## src/rtl/gdpr_pkg.sv

```systemverilog
package gdpr_pkg;

  // grid limits
  localparam int MAX_WIDTH  = 64;
  localparam int MAX_HEIGHT = 4096;

  // field and counter widths
  localparam int COL_W      = $clog2(MAX_WIDTH);
  localparam int ROW_W      = $clog2(MAX_HEIGHT);
  localparam int GW_W       = 7;
  localparam int GH_W       = 13;
  localparam int KIND_W     = 2;
  localparam int CFG_IDX_W  = 2;
  localparam int CFG_DATA_W = 13;

  // cell kind codes
  localparam logic [KIND_W-1:0] CELL_FREE  = 2'd0;
  localparam logic [KIND_W-1:0] CELL_ROCK  = 2'd1;
  localparam logic [KIND_W-1:0] CELL_START = 2'd2;

  // register indexes
  localparam logic [CFG_IDX_W-1:0] REG_GRID_WIDTH  = 2'd0;
  localparam logic [CFG_IDX_W-1:0] REG_GRID_HEIGHT = 2'd1;

endpackage

```

## src/rtl/gdpr_if.sv

```systemverilog
// cell item channel
interface gdpr_cell_if;
  import gdpr_pkg::*;
  logic              valid;
  logic              ready;
  logic [KIND_W-1:0] cell_kind;
  modport source (output valid, output cell_kind, input ready);
  modport sink   (input valid, input cell_kind, output ready);
endinterface

// result item channel
interface gdpr_result_if;
  logic valid;
  logic ready;
  logic path_found;
  modport source (output valid, output path_found, input ready);
  modport sink   (input valid, input path_found, output ready);
endinterface

// register write channel
interface gdpr_cfg_if;
  import gdpr_pkg::*;
  logic                  valid;
  logic                  ready;
  logic [CFG_IDX_W-1:0]  index;
  logic [CFG_DATA_W-1:0] data;
  modport source (output valid, output index, output data, input ready);
  modport sink   (input valid, input index, input data, output ready);
endinterface

```

## src/rtl/grid_downward_path_reachability.sv

```systemverilog
// Streams a grid one cell item per cycle in row-major order and answers, one
// result item after the last cell, whether a downward path (down, down-left or
// down-right, diagonals needing the side cell of the source row free) leads from
// the top-row start mark to the bottom row. Sustained rate is one cell per clock;
// each cell passes through two steps: the synchronous read of the previous-row
// reach and free line memories, then the combine and write back.
// Same-entry overlap between the write of one cell and the read for the next is
// forwarded. The pipeline stalls only when a finished result is still waiting on
// the output. Width and height registers may be written between cells; the line
// memories need no clearing, as the top row's reach is derived from the start
// mark rather than stored.
module grid_downward_path_reachability (
  input  logic clk,
  input  logic rst_n,
  gdpr_cell_if.sink     in_ch,
  gdpr_result_if.source out_ch,
  gdpr_cfg_if.sink      cfg_ch
);
  import gdpr_pkg::*;

  typedef struct packed {
    logic [COL_W-1:0] col;
    logic             is_free;
    logic             row0;
    logic             col0;
    logic             right_ok;
    logic             grid_end;
    logic             start_seen;
  } stage_t;

  // line memories
  logic reach_mem [MAX_WIDTH];
  logic free_mem  [MAX_WIDTH];

  // configuration
  logic [GW_W-1:0] grid_width_r;
  logic [GH_W-1:0] grid_height_r;

  // position and start mark
  logic [COL_W-1:0] col_r;
  logic [ROW_W-1:0] row_r;
  logic [COL_W-1:0] start_col_r;
  logic             start_seen_r;

  // read data captured at accept
  logic rd_old_r;
  logic rd_right_r;
  logic rd_free_r;

  // combine stage
  logic   s2_valid_r;
  stage_t s2_r;
  logic   held_left_r;
  logic   row_any_r;

  // output register
  logic out_valid_r;
  logic out_path_r;

  logic [GW_W-1:0]  w_eff;
  logic [GH_W-1:0]  h_eff;
  logic [GW_W-1:0]  col_inc;
  logic [GH_W-1:0]  row_inc;
  logic [COL_W-1:0] col_nxt;
  logic             last_col;
  logic             last_row;
  logic             row0;
  logic             row1;
  logic             is_free;
  logic             is_start;
  logic             advance;
  logic             in_fire;
  logic             s2_go;
  logic             left;
  logic             right;
  logic             nr;
  logic             any_nxt;
  logic             result;
  logic             fwd_reach_old;
  logic             fwd_reach_right;
  logic             fwd_free;

  // clamp dimensions
  always_comb begin
    if (grid_width_r == '0) begin
      w_eff = GW_W'(1);
    end else if (grid_width_r > GW_W'(MAX_WIDTH)) begin
      w_eff = GW_W'(MAX_WIDTH);
    end else begin
      w_eff = grid_width_r;
    end
    if (grid_height_r == '0) begin
      h_eff = GH_W'(1);
    end else if (grid_height_r > GH_W'(MAX_HEIGHT)) begin
      h_eff = GH_W'(MAX_HEIGHT);
    end else begin
      h_eff = grid_height_r;
    end
  end

  // position decode for the item at the input
  assign col_inc  = {1'b0, col_r} + GW_W'(1);
  assign row_inc  = {1'b0, row_r} + GH_W'(1);
  assign col_nxt  = col_r + COL_W'(1);
  assign last_col = (col_inc >= w_eff);
  assign last_row = (row_inc >= h_eff);
  assign row0     = (row_r == '0);
  assign row1     = (row_r == ROW_W'(1));
  assign is_free  = (in_ch.cell_kind != CELL_ROCK);
  assign is_start = (in_ch.cell_kind == CELL_START);

  // handshake
  assign advance      = !(s2_valid_r && s2_r.grid_end && out_valid_r && !out_ch.ready);
  assign in_ch.ready  = advance;
  assign in_fire      = in_ch.valid && advance;
  assign s2_go        = s2_valid_r && advance;
  assign cfg_ch.ready = 1'b1;
  assign out_ch.valid      = out_valid_r;
  assign out_ch.path_found = out_path_r;

  // combine previous-row reach with this cell
  always_comb begin
    left    = s2_r.col0 ? 1'b0 : held_left_r;
    right   = s2_r.right_ok ? rd_right_r : 1'b0;
    nr      = s2_r.is_free & (rd_old_r | (rd_free_r & (left | right)));
    any_nxt = s2_r.col0 ? nr : (row_any_r | nr);
    result  = s2_r.row0 ? s2_r.start_seen : any_nxt;
  end

  // forwarding from the write in flight
  assign fwd_reach_old   = s2_valid_r && !s2_r.row0 && (s2_r.col == col_r);
  assign fwd_reach_right = s2_valid_r && !s2_r.row0 && (s2_r.col == col_nxt);
  assign fwd_free        = s2_valid_r && (s2_r.col == col_r);

  // configuration registers
  always_ff @(posedge clk) begin
    if (!rst_n) begin
      grid_width_r  <= GW_W'(MAX_WIDTH);
      grid_height_r <= GH_W'(1);
    end else if (cfg_ch.valid) begin
      case (cfg_ch.index)
        REG_GRID_WIDTH:  grid_width_r  <= cfg_ch.data[GW_W-1:0];
        REG_GRID_HEIGHT: grid_height_r <= cfg_ch.data[GH_W-1:0];
        default: ;
      endcase
    end
  end

  // position counters and start mark
  always_ff @(posedge clk) begin
    if (!rst_n) begin
      col_r        <= '0;
      row_r        <= '0;
      start_col_r  <= '0;
      start_seen_r <= 1'b0;
    end else if (in_fire) begin
      if (!last_col) begin
        col_r <= col_nxt;
      end else begin
        col_r <= '0;
        row_r <= last_row ? '0 : row_inc[ROW_W-1:0];
      end
      if (last_col && last_row) begin
        start_col_r  <= '0;
        start_seen_r <= 1'b0;
      end else if (row0 && is_start) begin
        start_col_r  <= col_r;
        start_seen_r <= 1'b1;
      end
    end
  end

  // line memory reads, top row reach comes from the start mark
  always_ff @(posedge clk) begin
    if (in_fire) begin
      if (row1) begin
        rd_old_r   <= start_seen_r && (start_col_r == col_r);
        rd_right_r <= start_seen_r && (start_col_r == col_nxt);
      end else begin
        rd_old_r   <= fwd_reach_old ? nr : reach_mem[col_r];
        rd_right_r <= fwd_reach_right ? nr : reach_mem[col_nxt];
      end
      rd_free_r <= fwd_free ? s2_r.is_free : free_mem[col_r];
    end
  end

  // line memory writes
  always_ff @(posedge clk) begin
    if (s2_go) begin
      free_mem[s2_r.col] <= s2_r.is_free;
      if (!s2_r.row0) begin
        reach_mem[s2_r.col] <= nr;
      end
    end
  end

  // stage payload
  always_ff @(posedge clk) begin
    if (in_fire) begin
      s2_r.col        <= col_r;
      s2_r.is_free    <= is_free;
      s2_r.row0       <= row0;
      s2_r.col0       <= (col_r == '0);
      s2_r.right_ok   <= !last_col;
      s2_r.grid_end   <= last_col && last_row;
      s2_r.start_seen <= start_seen_r | (row0 && is_start);
    end
  end

  // stage control, row state and result
  always_ff @(posedge clk) begin
    if (!rst_n) begin
      s2_valid_r  <= 1'b0;
      held_left_r <= 1'b0;
      row_any_r   <= 1'b0;
      out_valid_r <= 1'b0;
      out_path_r  <= 1'b0;
    end else begin
      if (in_fire) begin
        s2_valid_r <= 1'b1;
      end else if (s2_go) begin
        s2_valid_r <= 1'b0;
      end
      if (s2_go) begin
        held_left_r <= s2_r.grid_end ? 1'b0 : rd_old_r;
        if (s2_r.grid_end) begin
          row_any_r <= 1'b0;
        end else if (!s2_r.row0) begin
          row_any_r <= any_nxt;
        end
      end
      if (s2_go && s2_r.grid_end) begin
        out_valid_r <= 1'b1;
        out_path_r  <= result;
      end else if (out_ch.ready) begin
        out_valid_r <= 1'b0;
      end
    end
  end

endmodule

```

## src/flat_wrapper.sv

```systemverilog
// flat-port wrapper written by rule: the top's interface ports become plain ports
module grid_downward_path_reachability_flat import gdpr_pkg::*;
  (clk, rst_n, in_ch_valid, in_ch_cell_kind, in_ch_ready, out_ch_valid, out_ch_path_found, out_ch_ready, cfg_ch_valid, cfg_ch_index, cfg_ch_data, cfg_ch_ready);
  gdpr_cell_if in_ch_i ();
  gdpr_result_if out_ch_i ();
  gdpr_cfg_if cfg_ch_i ();
  input  logic clk;
  input  logic rst_n;
  input wire logic [$bits(in_ch_i.valid)-1:0] in_ch_valid;
  input wire logic [$bits(in_ch_i.cell_kind)-1:0] in_ch_cell_kind;
  output wire logic [$bits(in_ch_i.ready)-1:0] in_ch_ready;
  output wire logic [$bits(out_ch_i.valid)-1:0] out_ch_valid;
  output wire logic [$bits(out_ch_i.path_found)-1:0] out_ch_path_found;
  input wire logic [$bits(out_ch_i.ready)-1:0] out_ch_ready;
  input wire logic [$bits(cfg_ch_i.valid)-1:0] cfg_ch_valid;
  input wire logic [$bits(cfg_ch_i.index)-1:0] cfg_ch_index;
  input wire logic [$bits(cfg_ch_i.data)-1:0] cfg_ch_data;
  output wire logic [$bits(cfg_ch_i.ready)-1:0] cfg_ch_ready;
  assign in_ch_i.valid = in_ch_valid;
  assign in_ch_i.cell_kind = in_ch_cell_kind;
  assign in_ch_ready = in_ch_i.ready;
  assign out_ch_valid = out_ch_i.valid;
  assign out_ch_path_found = out_ch_i.path_found;
  assign out_ch_i.ready = out_ch_ready;
  assign cfg_ch_i.valid = cfg_ch_valid;
  assign cfg_ch_i.index = cfg_ch_index;
  assign cfg_ch_i.data = cfg_ch_data;
  assign cfg_ch_ready = cfg_ch_i.ready;
  grid_downward_path_reachability u_core (.clk(clk), .rst_n(rst_n), .in_ch(in_ch_i), .out_ch(out_ch_i), .cfg_ch(cfg_ch_i));
endmodule
```

## config.mk

```make
export PLATFORM = sky130hd
export DESIGN_NAME = grid_downward_path_reachability_flat
export DESIGN_NICKNAME = d
export VERILOG_FILES = /design/src/rtl/gdpr_pkg.sv /design/src/rtl/gdpr_if.sv /design/src/rtl/grid_downward_path_reachability.sv /design/src/flat_wrapper.sv
export SDC_FILE = /design/constraint.sdc
export NUM_CORES = 1
export LEC_CHECK = 0
export BUFFER_PORTS_ARGS = -buffer_cell sky130_fd_sc_hd__buf_2
export CAP_MARGIN = 40
export CORE_ASPECT_RATIO = 0.5
export CORE_MARGIN = 2
export CORE_UTILIZATION = 27
export CTS_CLUSTER_SIZE = 24
export DETAILED_ROUTE_END_ITERATION = 12
export GPL_TIMING_DRIVEN = 1
export PLACE_DENSITY_LB_ADDON = 0.15
export SLEW_MARGIN = 20
export SYNTH_ARGS = -nofsm -noshare
export SYNTH_HDL_FRONTEND = slang
export SYNTH_SLANG_ARGS = --single-unit
```

## constraint.sdc

```tcl
create_clock -name clk -period 4.2 [get_ports clk]
set_input_delay 0.63 -clock clk [delete_from_list [all_inputs] [get_ports clk]]
set_output_delay 0.63 -clock clk [all_outputs]
set_load 0.02 [all_outputs]
```

; Word-level counts from Yosys, hierarchy flattened
; Memories as Yosys holds them, arrays and structs flattened. A register that Yosys moved wholly into a read port is not among the register bits.
; Cells that the tools add are included.
[totals]
ramBits = 128
n_memories = 2
input_bits = 22
reg_bits = 64
[mem_list]
columns = memory, words, word_bits, read_ports, rd_ports_with_merged_regs, write_ports, line
row1 = u_core.free_mem, 64, 1, 1, 1, 1, grid_downward_path_reachability.sv:33  ; logic free_mem [MAX_WIDTH];
row2 = u_core.reach_mem, 64, 1, 2, 1, 1, grid_downward_path_reachability.sv:32  ; logic reach_mem [MAX_WIDTH];
[classes]
muxes = 32
add_sub_neg = 3
n_lt_le_gt_ge = 4
bitwise = 6
eq_ne = 9
reduce_logical = 30
[op_table]
columns = cell, count
row1 = $mux 6, 5
row2 = $mux 13, 2
row3 = $eq 6x6->1, 4
row4 = $mux 1, 22
row5 = $mux 7, 2
row6 = $add 12x1->13 const B, 1
row7 = $ge 13x13->1, 1
row8 = $gt 13x13->1 const B, 1
row9 = $logic_and 1x1->1, 13
row10 = $logic_not 13->1, 1
row11 = $eq 12x1->1 const B, 1
row12 = $logic_not 12->1, 1
row13 = $mux 12, 1
row14 = $reduce_and 2->1, 5
row15 = $add 6x1->7 const B, 1
row16 = $ge 7x7->1, 1
row17 = $gt 7x7->1 const B, 1
row18 = $logic_not 7->1, 1
row19 = $add 6x1->6 const B, 1
row20 = $logic_not 6->1, 1
row21 = $reduce_bool 2->1, 3
row22 = $logic_not 1->1, 4
row23 = $or 1x1->1, 4
row24 = $and 1x1->1, 2
row25 = 5 further kinds, 5

; Logic depth before layout (Yosys ltp)
; Gate-level depths: netlist of the first run.
[logic_depth]
depth_word = 9
depth_mapped = 15
ltp_nobuf = 13

; Worst setup path before layout of the first run
; Ideal clock, no wire load.
[synth_timing]
path_kind = register to register
start = register u_core.col_r[0]
end = register u_core.row_r[9]
path_slack_ps = 920
path_buffers = 4
setup_ps = 74
t_required_ps = 4126
stages_incl_launch_ff = 16
t_arrival_ps = 3205
synth_period_minus_slack_ps = 3280
path_cell_list = dfxtp_1 buf_4 buf_2 and3_1 nand3_1 xor2_1 inv_1 ha_1 a21o_1 a21oi_1 o21a_1 clkbuf_1 nand2b_1 nand2_1 clkbuf_1 a31oi_1
[synth_between]
elab_chain_cells = 3
[synth_lines]
columns = item, line
row1 = "start, declared", grid_downward_path_reachability.sv:40  ; logic [COL_W-1:0] col_r;
row2 = "start signal, assigned", grid_downward_path_reachability.sv:158  ; col_r <= col_nxt;
row3 = $add 6x1->7, grid_downward_path_reachability.sv:102  ; assign col_inc = {1'b0, col_r} + GW_W'(1);
row4 = $ge 7x7->1, grid_downward_path_reachability.sv:105  ; assign last_col = (col_inc >= w_eff);
row5 = $reduce_and 2->1 (no line), n/a
row6 = "end signal, assigned", grid_downward_path_reachability.sv:161  ; row_r <= last_row ? '0 : row_inc[ROW_W-1:0];
row7 = "end, declared", grid_downward_path_reachability.sv:41  ; logic [ROW_W-1:0] row_r;
; No other way between the ends.
; A chain may end at the register's enable or synchronous reset.

; Worst setup path in the final report of the first run
[layout_timing]
start = register u_core.col_r[0]
end = register u_core.col_r[1]
[layout_between]
elab_chain_cells = 3
elab_cells_between_ends = 4
cone_classes = add/sub: 2 / order compare: 1 / mux: 1
[layout_lines]
columns = item, line
row1 = $add 6x1->7, grid_downward_path_reachability.sv:102
row2 = $ge 7x7->1, grid_downward_path_reachability.sv:105
row3 = $mux 6 *, grid_downward_path_reachability.sv:157  ; if (!last_col) begin
; Mark *: on every way between the ends. The rest lies on a longest branch, timed or not.

==> results of run 1 <==
[metal layers]
| metal | vias up | part of all wire, % | global-route usage, % |
|---|---|---|---|
| met5 | - | 0 | 0 |
| met4 | 0 | 1.9 | 5.07 |
| met3 | 30 | 3.9 | 2.67 |
| met2 | 116 | 47 | 22.6 |
| met1 | 3321 | 47 | 18.8 |
| li1 | 3159 | - | - |
[placed cells by master, fill, tap and decap left out, types with 20 or more instances in the layout]
cell type,netlist,layout
dfxtp_1,56,55
nor3_1,20,20
mux4_2,52,52
buf_2,5,24
ha_1,25,25
nor2_1,142,142
inv_1,21,21
buf_4,4,20
edfxtp_1,143,143
nand2_1,80,80
xnor2_1,22,22
[state kept, by name, summed over array words and instances (netlist names), named ones only]
register / flops
u_core.free_mem: 64
u_core.reach_mem: 64
u_core.grid_height_r: 13
u_core.row_r: 12
u_core.s2_r: 12
u_core.grid_width_r: 7
u_core.col_r: 6
u_core.start_col_r: 6
u_core.held_left_r: 1
u_core.out_ch.path_found: 1
u_core.out_ch.valid: 1
u_core.rd_free_r: 1
u_core.rd_old_r: 1
u_core.rd_right_r: 1
u_core.row_any_r: 1
u_core.s2_valid_r: 1
u_core.start_seen_r: 1
[power by group through the flow]
stage | combinational, mW | clock [mW] | sequential [mW]
floorplan | 0.319 | 0 | 2.20
finish | 0.443 | 1.58 | 2.17
global placement | 0.451 | 0 | 2.21
detailed placement | 0.452 | 0 | 2.22
CTS | 0.453 | 1.63 | 2.17
global route | 0.486 | 1.69 | 2.17
[cell type report]
class,count,area [sq um],area share [%]
multi-input combinational,584,4420,38.8
sequential,199,5420,47.6
clock inverter,14,116,1.02
timing repair buffer,46,305,2.68
tap,494,618,5.43
clock buffer,17,425,3.74
inverter,22,82.6,0.725
[logic make-up after synthesis]
kind of cell	count (synthesis)	share of synthesized area [%]
and+or+nand+nor	352	16.3
DFF	199	53.2
AOI/OAI and AO/OA	92	5.93
buffers and inverters	82	3.38
muxes	73	14.6
xor gates and xnor gates	41	3.53
adders and majority gates	25	3.08
other	1	0.0369
[worst min path at each step]
stage / endpoint / slack (ps)
floorplan: u_core.s2_r[10] / 410
global placement: u_core.held_left_r / 480
detailed placement: u_core.grid_height_r[7] / 480
CTS: u_core.grid_height_r[12] / 400
global route: u_core.grid_height_r[7] / 420
finish: u_core.grid_height_r[0] / 420
[through the flow]
step / cells / hold slack (ps)
5_1_grt: 1376 / 417
3_5_place_dp: 1344 / 477
2_1_floorplan: 865 / 406
3_3_place_gp: 1343 / 477
6_report: 1376 / 420
4_1_cts: 1375 / 396
[critical path, cell delays in order (launching register included)]
cell,delay [ps]
dfxtp_2,410
buf_4,340
inv_1,80
ha_1,280
buf_4,310
ha_1,290
a21o_1,150
a21oi_1,160
o21a_1,360
nand2b_1,320
nand2_1,370
a21oi_1,270
==> results.ini, run 1 <==
[floorplan]
dieArea_sq_mm = 0.0393
dieHeight_microns = 141
ios = 26
placeableCoreArea_sq_mm = 0.0373
initial_core_util_pct = 27.3
fp-row-count = 50
die_x_microns = 278

[drt]
wl_per_cell_microns = 19.2
ant_nets = 0
via_per_inst = 4.82
via_count = 6626
drt-initial-drc-count = 535
drc = 0
drt_wl_total_mm = 26.5
drt_first_pass_iters = 4

[setup_path]
r2r_cells = 11
crit_end = u_core.col_r[1]
worst_setup_path_end_kind = flip-flop
arrival_ps = 3820
r2r_setup_slack_ps = 740
worst-setup-path-type = flip-flop to flip-flop
start_kind = flip-flop
r2r_start = u_core.col_r[0]
path_max_fanout = 20
r2r_end = u_core.col_r[1]
critPathLaunch = u_core.col_r[0]
required_ps = 4560

[logic_synthesis]
synth_area_leaders = edfxtp_1, mux4_2, dfxtp_1, nor2_1, ha_1
synth.most_common_cell = edfxtp_1
synthFlopType = edfxtp_1
synth_largest_area_cell = edfxtp_1
yosysTopAreaCellShare_pct = 42.2
synth_area_sq_mm = 0.0102
yosysSeqAreaShare_pct = 53.2
synth.ff_latch_count = 199
syn_nets = 912
synth_cell_types = 54
synth.avg_cell_area_sq_um = 11.8
synth_cells = 865
ys_async_sr_fraction_pct = 0
synth_edf_count = 143
netlist_top_cells_count = edfxtp_1, nor2_1, nand2_1
yosys_warnings = 0

[finish]
drive_above_1_share_pct = 16.7
fillers = 3790
area_growth_pct = 11.9
design_area_sq_mm = 0.0114
antenna_cells = 0
final_util_pct = 30.5
fin_nets = 917

[timing]
worst_pin_slew_ps = 742
finalCriticalPeriod_ps = 3460
setup-tns-final_ps = 0
fin_skew_ps = 11.6
fmax_mhz = 289
finalSetupViolCount = 0
slew_headroom_pct = 50.4
grt_setup_unrepaired = false
finalMaxSlewViolations = 0
finalCritPeriodShare_pct = 82.4
fin_ws_ps = 740
hold_violations = 0

[cts]
h-tree-depth = 4
path_clk_slew_ps = 70
cts_tree = done
cts_made_buffers = 17
clock_sinks = 199
cts_setup_buffers = 0
ctsResizeCount = 0
cts-root-buf = clkbuf_16
clockBufferDepth = 2
clk_latency_ps = 450
cts_hold_buf = 0

[pwr]
comb_power_share_pct = 10.6
p_int_mw = 3.09
sw_frac_of_total_pct = 26.2
p_switching_mw = 1.10
max-vdd-ir-drop_uv = 308
pwr-share-clk_pct = 37.7
p_per_area_mw_per_mm2 = 368
seqPwrFrac_pct = 51.8
totalPowerFinal_mw = 4.19
leakagePower_nw = 3.75

[hold_path]
worst_hold_startpoint = cfg_ch_data[0]
hold_class = primary input to flip-flop
min_path_cells = 3

[global_route]
grt_pass1_vias = 6654
antenna_found_initial = 0
grt_usage_pct = 14.0
grt_remaining_overflow = 0
grt_pass1_wl_mm = 40.9
grt_max_degree = 69

[status]
status = finished clean

[place]
place.port_buffers = 24
dpl_cell_area_sq_mm = 0.0108
dpl.hpwl_mm = 17.8
pre_cts_slack_ps = 616
place_congestion = 0.780

[job]
maxCapViolCount = 0

(Power assumes the default switching activity.)
==> run 2: changes to the inputs <==
clock period = 3.1 ns   (was 4.2 ns; I/O delays follow)
==> run 2 against run 1 <==
  * Clock power up 52%
  * Register-to-register slack worse by 630 ps
  * Flip-flop and latch count unchanged
  * Sequential share of layout area down 1.5 points
  * Utilization up 1.0 points
  * Hold slack worse by 170 ps
  * Highest routed layer unchanged
  * Largest cell class unchanged
  * Clock skew down 0.95 ps
  * Critical path depth up 4
  * Fmax up 16%
==> results.ini, run 2 (synthesis results as in run 1) <==
[timing]
setup-tns-final_ps = 0  ; unchanged
finalCriticalPeriod_ps = 2990  ; -470 ps
fmax_mhz = 334  ; +16%
worst_pin_slew_ps = 676  ; -66.9 ps
hold_violations = 0  ; unchanged
finalSetupViolCount = 0  ; unchanged
slew_headroom_pct = 54.8  ; +4.5 points
finalMaxSlewViolations = 0  ; unchanged
fin_ws_ps = 110  ; -630 ps
fin_skew_ps = 10.6  ; -0.948 ps
finalCritPeriodShare_pct = 96.4  ; +14 points

[setup_path]
required_ps = 3480  ; -1080 ps
slowest_delay_ps = 350  ; -60 ps
path_cells = and3_1, and3_1, and3_1, buf_4, xor2_2, ha_1, a21o_1, a21o_1, a21oi_1, o21ai_0, a21oi_2, buf_12, clkbuf_16, a41oi_1, a31oi_1
arrival_ps = 3370  ; -450 ps
cp_slowest_cell = dfxtp_2
critPathLaunch = u_core.row_r[4]
start_kind = flip-flop
path_max_fanout = 6  ; -70%
worst-setup-path-type = flip-flop to flip-flop
r2r_start = u_core.row_r[4]
crit_top_cell = and3_1
worst_setup_path_end_kind = flip-flop

[finish]
top_regs = u_core.free_mem x64, u_core.reach_mem x64, u_core.grid_height_r x13
seq_area_sq_mm = 0.00542  ; about the same
antenna_cells = 0  ; unchanged
design_area_sq_mm = 0.0118  ; +3.3%
layout_common_cells = edfxtp_1, nor2_1, nand2_1
multi_input_area_sq_mm = 0.00447  ; +1.2%
layout_commonest_cell = edfxtp_1
fin_nets = 939  ; +2.4%
fillers = 3762  ; -0.74%
area_growth_pct = 15.7
drive_above_1_share_pct = 19.9  ; +3.2 points

[cts]
cts_hold_buf = 0  ; unchanged
cts-root-buf = clkbuf_16
clock_sinks = 199  ; unchanged
clockBufferDepth = 2  ; unchanged
h-tree-depth = 4  ; unchanged
path_clk_slew_ps = 80  ; about the same
cts_tree = done
cts_made_buffers = 17  ; unchanged
clk_latency_ps = 450  ; about the same

[status]
status = finished clean

[floorplan]
dieArea_sq_mm = 0.0393  ; unchanged
fp-row-count = 50  ; unchanged
placeableCoreArea_sq_mm = 0.0373  ; unchanged
die_x_microns = 278  ; unchanged
initial_core_util_pct = 27.3  ; unchanged
dieHeight_microns = 141  ; unchanged
ios = 26  ; unchanged

[global_route]
grt_use_met2_pct = 23.0  ; +0.46 points
grt.met1_usage_pct = 19.5  ; +0.71 points
grt_use_met3_pct = 3.20  ; +0.53 points
grt_remaining_overflow = 0  ; unchanged
grt_max_degree = 66  ; -4.3%
grt-busiest-layer = met2
grt_usage_pct = 14.3  ; +0.34 points
antenna_found_initial = 0  ; unchanged
grt_pass1_vias = 6776  ; +1.8%
grt_pass1_wl_mm = 41.6  ; +1.7%

[drt]
drt-initial-drc-count = 483  ; -9.7%
ant_nets = 0  ; unchanged
drt_wl_total_mm = 27.1  ; +2.4%
wl_per_cell_microns = 19.4  ; +0.74%
drc = 0  ; unchanged
drt_first_pass_iters = 5  ; +1
via_per_inst = 4.86  ; +0.98%
via_count = 6803  ; +2.7%

[place]
place.port_buffers = 24  ; unchanged
dpl_cell_area_sq_mm = 0.0110  ; +1.8%
dpl.hpwl_mm = 18.2  ; +2.1%
place_congestion = 0.758  ; -2.8%
pre_cts_slack_ps = 118  ; -498 ps

[pwr]
leakagePower_nw = 3.93  ; +4.6%
max-vdd-ir-drop_uv = 355  ; +15%
p_per_area_mw_per_mm2 = 513  ; +39%

[job]
maxCapViolCount = 0  ; unchanged

[hold_path]
worst_hold_startpoint = cfg_ch_data[0]
hold_class = primary input to flip-flop

## run 2: cell types whose count changed in the layout (fill, tap and decap cells not counted), sizes merged
| cell | delta |
|---|---|
| bufinv | +3 |
| buf | +20 |
| clkinv | -1 |
| clkinvlp | -1 |
| clkbuf | +2 |
## run 2: power by group
| group | switching, mW | leakage (nW) | total, mW | internal (mW) |
|---|---|---|---|---|
| sequential | 0.0358 | 1.75 | 2.93 | 2.89 |
| combinational | 0.384 | 1.88 | 0.709 | 0.325 |
| clock | 1.11 | 0.303 | 2.40 | 1.30 |
## run 2: per-layer routing
layer | part of all wire [%] | routed length, microns
met4 | 1.5 | 393
met3 | 4.2 | 1140
met5 | 0 | 0
met1 | 48 | 13000
met2 | 46 | 12600
## run 2: path summary, 6_finish.rpt
check,endpoint,slack (ps),depth (start not counted)
worst max-delay path,u_core.row_r[4],110,15
worst min-delay path,u_core.grid_height_r[0],250,3
worst max register to register,u_core.row_r[4],110,15
worst min register to register,u_core.held_left_r,490,2
## run 2: layout make-up
type                    instances  area share, %
clock buffers                  17           3.62
clock inverters                15           1.63
inverters                      22          0.702
multi-input cells             584           38.0
flip-flops and latches        199           46.1
well taps                     494           5.25
repair buffers                 68           4.72
## run 2: worst max-delay path: cells and delay by family (launching register included)
family / cells / cell delay (ps)
AOI/OAI and AO/OA: 7 / 1060
xor gates and xnor gates: 1 / 150
adders and majority gates: 1 / 320
buffers and inverters: 3 / 440
DFF: 1 / 350
and+or+nand+nor: 3 / 580
## run 2: stage by stage
| step | cells | hold slack (ps) | util [%] | total power [mW] |
|---|---|---|---|---|
| 6_report | 1399 | 251 | 31.6 | 6.04 |
| 4_1_cts | 1395 | 230 | 31.2 | 6.06 |
| 5_1_grt | 1399 | 245 | 31.6 | 6.28 |
| 3_5_place_dp | 1363 | 481 | 29.6 | 3.66 |
| 2_1_floorplan | 865 | 406 | - | 3.41 |
| 3_3_place_gp | 1362 | 470 | 29.5 | 3.66 |
## run 2: what timing repair did
item,in CTS,in global routing
buffers inserted,0,2
gates resized for setup,0,13
endpoints found under the setup margin,0,30
==> run 3: changes to the inputs <==
--- a/config.mk
+++ b/config.mk
@@ -11,3 +11,3 @@
 export CORE_MARGIN = 2
-export CORE_UTILIZATION = 27
+export CORE_UTILIZATION = 40
 export CTS_CLUSTER_SIZE = 24
==> constraint.sdc (replaced) <==
create_clock -name clk -period 3.1 [get_ports clk]
set_input_delay 0.31 -clock clk [delete_from_list [all_inputs] [get_ports clk]]
set_output_delay 0.31 -clock clk [all_outputs]
set_load 0.02 [all_outputs]
==> run 3 against run 2 <==
  * Largest cell class unchanged
  * Utilization is 14 points higher
  * Critical endpoint is now u_core.row_r[7]
  * Cell count shrank 11%
  * Cell area shrank 2.6%
  * Register-to-register slack better by 30 ps
  * Power fell by 2.2%
  * Sequential power is essentially flat
  * Highest routed layer unchanged
  * Sequential share of layout area increased by 1.2 points
  * Die area fell by 32%
  * Fmax increased by 0.93%
  * Non-clock buffer count shrank 5
==> results.ini, run 3 (synthesis results as in run 1) <==
[floorplan]
ios = 26  ; unchanged
dieArea_sq_mm = 0.0268  ; -32%
initial_core_util_pct = 40.5  ; +13 points
die_x_microns = 230  ; -18%
placeableCoreArea_sq_mm = 0.0251  ; -33%
fp-row-count = 41  ; -18%
dieHeight_microns = 117  ; -17%

[drt]
via_per_inst = 5.48  ; +13%
ant_nets = 0  ; unchanged
via_count = 6817  ; +0.21%
drc = 0  ; unchanged
drt-initial-drc-count = 650  ; +35%
drt_wl_total_mm = 25.0  ; -7.9%
drt_first_pass_iters = 5  ; unchanged
wl_per_cell_microns = 20.1  ; +3.6%

[setup_path]
start_kind = flip-flop
worst-setup-path-type = flip-flop to flip-flop
path_max_fanout = 7  ; +1
required_ps = 3470  ; about the same
worst_setup_path_end_kind = flip-flop
arrival_ps = 3340  ; -30 ps

[pwr]
sw_frac_of_total_pct = 24.5  ; -0.77 points
totalPowerFinal_mw = 5.91  ; -2.2%
p_per_area_mw_per_mm2 = 515  ; +0.41%
seqPwrFrac_pct = 49.6  ; +1.1 points
p_switching_mw = 1.45  ; -5.1%
leakagePower_nw = 3.87  ; -1.4%
pwr-share-clk_pct = 39.4  ; -0.3 points
max-vdd-ir-drop_uv = 359  ; +1.2%
p_int_mw = 4.46  ; -1.2%
comb_power_share_pct = 11.0  ; -0.7 points

[global_route]
grt_remaining_overflow = 0  ; unchanged
grt_usage_pct = 19.5  ; +5.2 points
grt_pass1_wl_mm = 38.7  ; -6.9%
antenna_found_initial = 0  ; unchanged
grt_max_degree = 66  ; unchanged
grt_pass1_vias = 6595  ; -2.7%

[status]
status = finished clean

[timing]
finalCriticalPeriod_ps = 2960  ; -27.6 ps
hold_violations = 0  ; unchanged
fmax_mhz = 338  ; +0.93%
finalCritPeriodShare_pct = 95.6  ; -0.89 points
finalSetupViolCount = 0  ; unchanged
slew_headroom_pct = 47.2  ; -7.7 points
finalMaxSlewViolations = 0  ; unchanged
worst_pin_slew_ps = 792  ; +116 ps
fin_skew_ps = 5.65  ; -4.97 ps
grt_setup_unrepaired = true

[cts]
clock_sinks = 199  ; unchanged
cts-root-buf = clkbuf_16
h-tree-depth = 4  ; unchanged
clockBufferDepth = 2  ; unchanged
cts_tree = done
cts_setup_buffers = 0  ; unchanged
cts_made_buffers = 17  ; unchanged
path_clk_slew_ps = 70  ; about the same
clk_latency_ps = 440  ; about the same

[finish]
drive_above_1_share_pct = 19.6  ; -0.33 points
antenna_cells = 0  ; unchanged
top_regs = u_core.free_mem x64, u_core.reach_mem x64, u_core.grid_height_r x13
layout_commonest_cell = edfxtp_1
design_area_sq_mm = 0.0115  ; -2.6%
layout_common_cells = edfxtp_1, nor2_1, nand2_1
fin_nets = 934  ; -0.53%
area_growth_pct = 12.7

[job]
maxCapViolCount = 0  ; unchanged

[place]
dpl_cell_area_sq_mm = 0.0108  ; -2.1%
place.port_buffers = 24  ; unchanged
place_congestion = 0.773  ; +2.0%
dpl.hpwl_mm = 16.7  ; -8.1%

[hold_path]
hold_class = primary input to flip-flop

==> run 3: critical path: stages (launching register included) <==
cell	delay, ps
dfxtp_4	370
and3_1	190
and3_1	200
and3_4	190
buf_4	150
xor2_2	140
ha_1	300
a21o_1	190
a21o_1	190
a21oi_2	140
o21ai_1	80
a21oi_2	290
buf_6	190
a41oi_1	130
a31oi_1	160
==> run 3: metrics by stage <==
step                cells  utilization, %  setup slack, ps  hold WS, ps  TNS, ps
floorplan             865               -             14.9          406        0
global placement     1210            43.0              129          477        0
detailed placement   1210            43.0              107          483        0
CTS                  1242            45.4             80.5         94.4        0
global route         1244            45.7            -15.1          109    -50.6
finish               1244            45.7              138          108        0
==> run 3: layout make-up <==
cell class / count / area [sq um]
clock inverters: 14 / 171
well taps: 344 / 430
clock buffers: 18 / 429
multi-input cells: 584 / 4470
inverters: 22 / 82.6
flip-flops and latches: 199 / 5420
fillers: 2267 / 13600
repair buffers: 63 / 455
==> run 3: timing repair <==
action	CTS	global route
endpoints found under the setup margin	0	17
resized for setup	0	18
hold buffers	0	0
==> run 3: layer usage <==
metal | GRT usage, % | routed length [microns]
met5 | 0 | 0
met4 | 5.58 | 314
met3 | 3.78 | 1230
met2 | 32.5 | 11900
met1 | 26.2 | 11500
==> run 3: power groups by stage <==
stage	sequential, mW	clock [mW]	combinational (mW)
final	2.93	2.33	0.650
after global routing	2.94	2.48	0.706
after CTS	2.93	2.38	0.644
after detailed placement	2.99	0	0.640
after global placement	2.99	0	0.637
after floorplan	2.98	0	0.433
==> run 3: final timing paths <==
| check | from | to | slack (ps) | cells past startpoint |
|---|---|---|---|---|
| max | u_core.row_r[4] | u_core.row_r[7] | 140 | 14 |
| min reg2reg | u_core.row_r[4] | u_core.row_r[4] | 490 | 1 |
| min | cfg_ch_data[11] | u_core.grid_height_r[11] | 110 | 3 |
| max reg2reg | u_core.row_r[4] | u_core.row_r[7] | 140 | 14 |
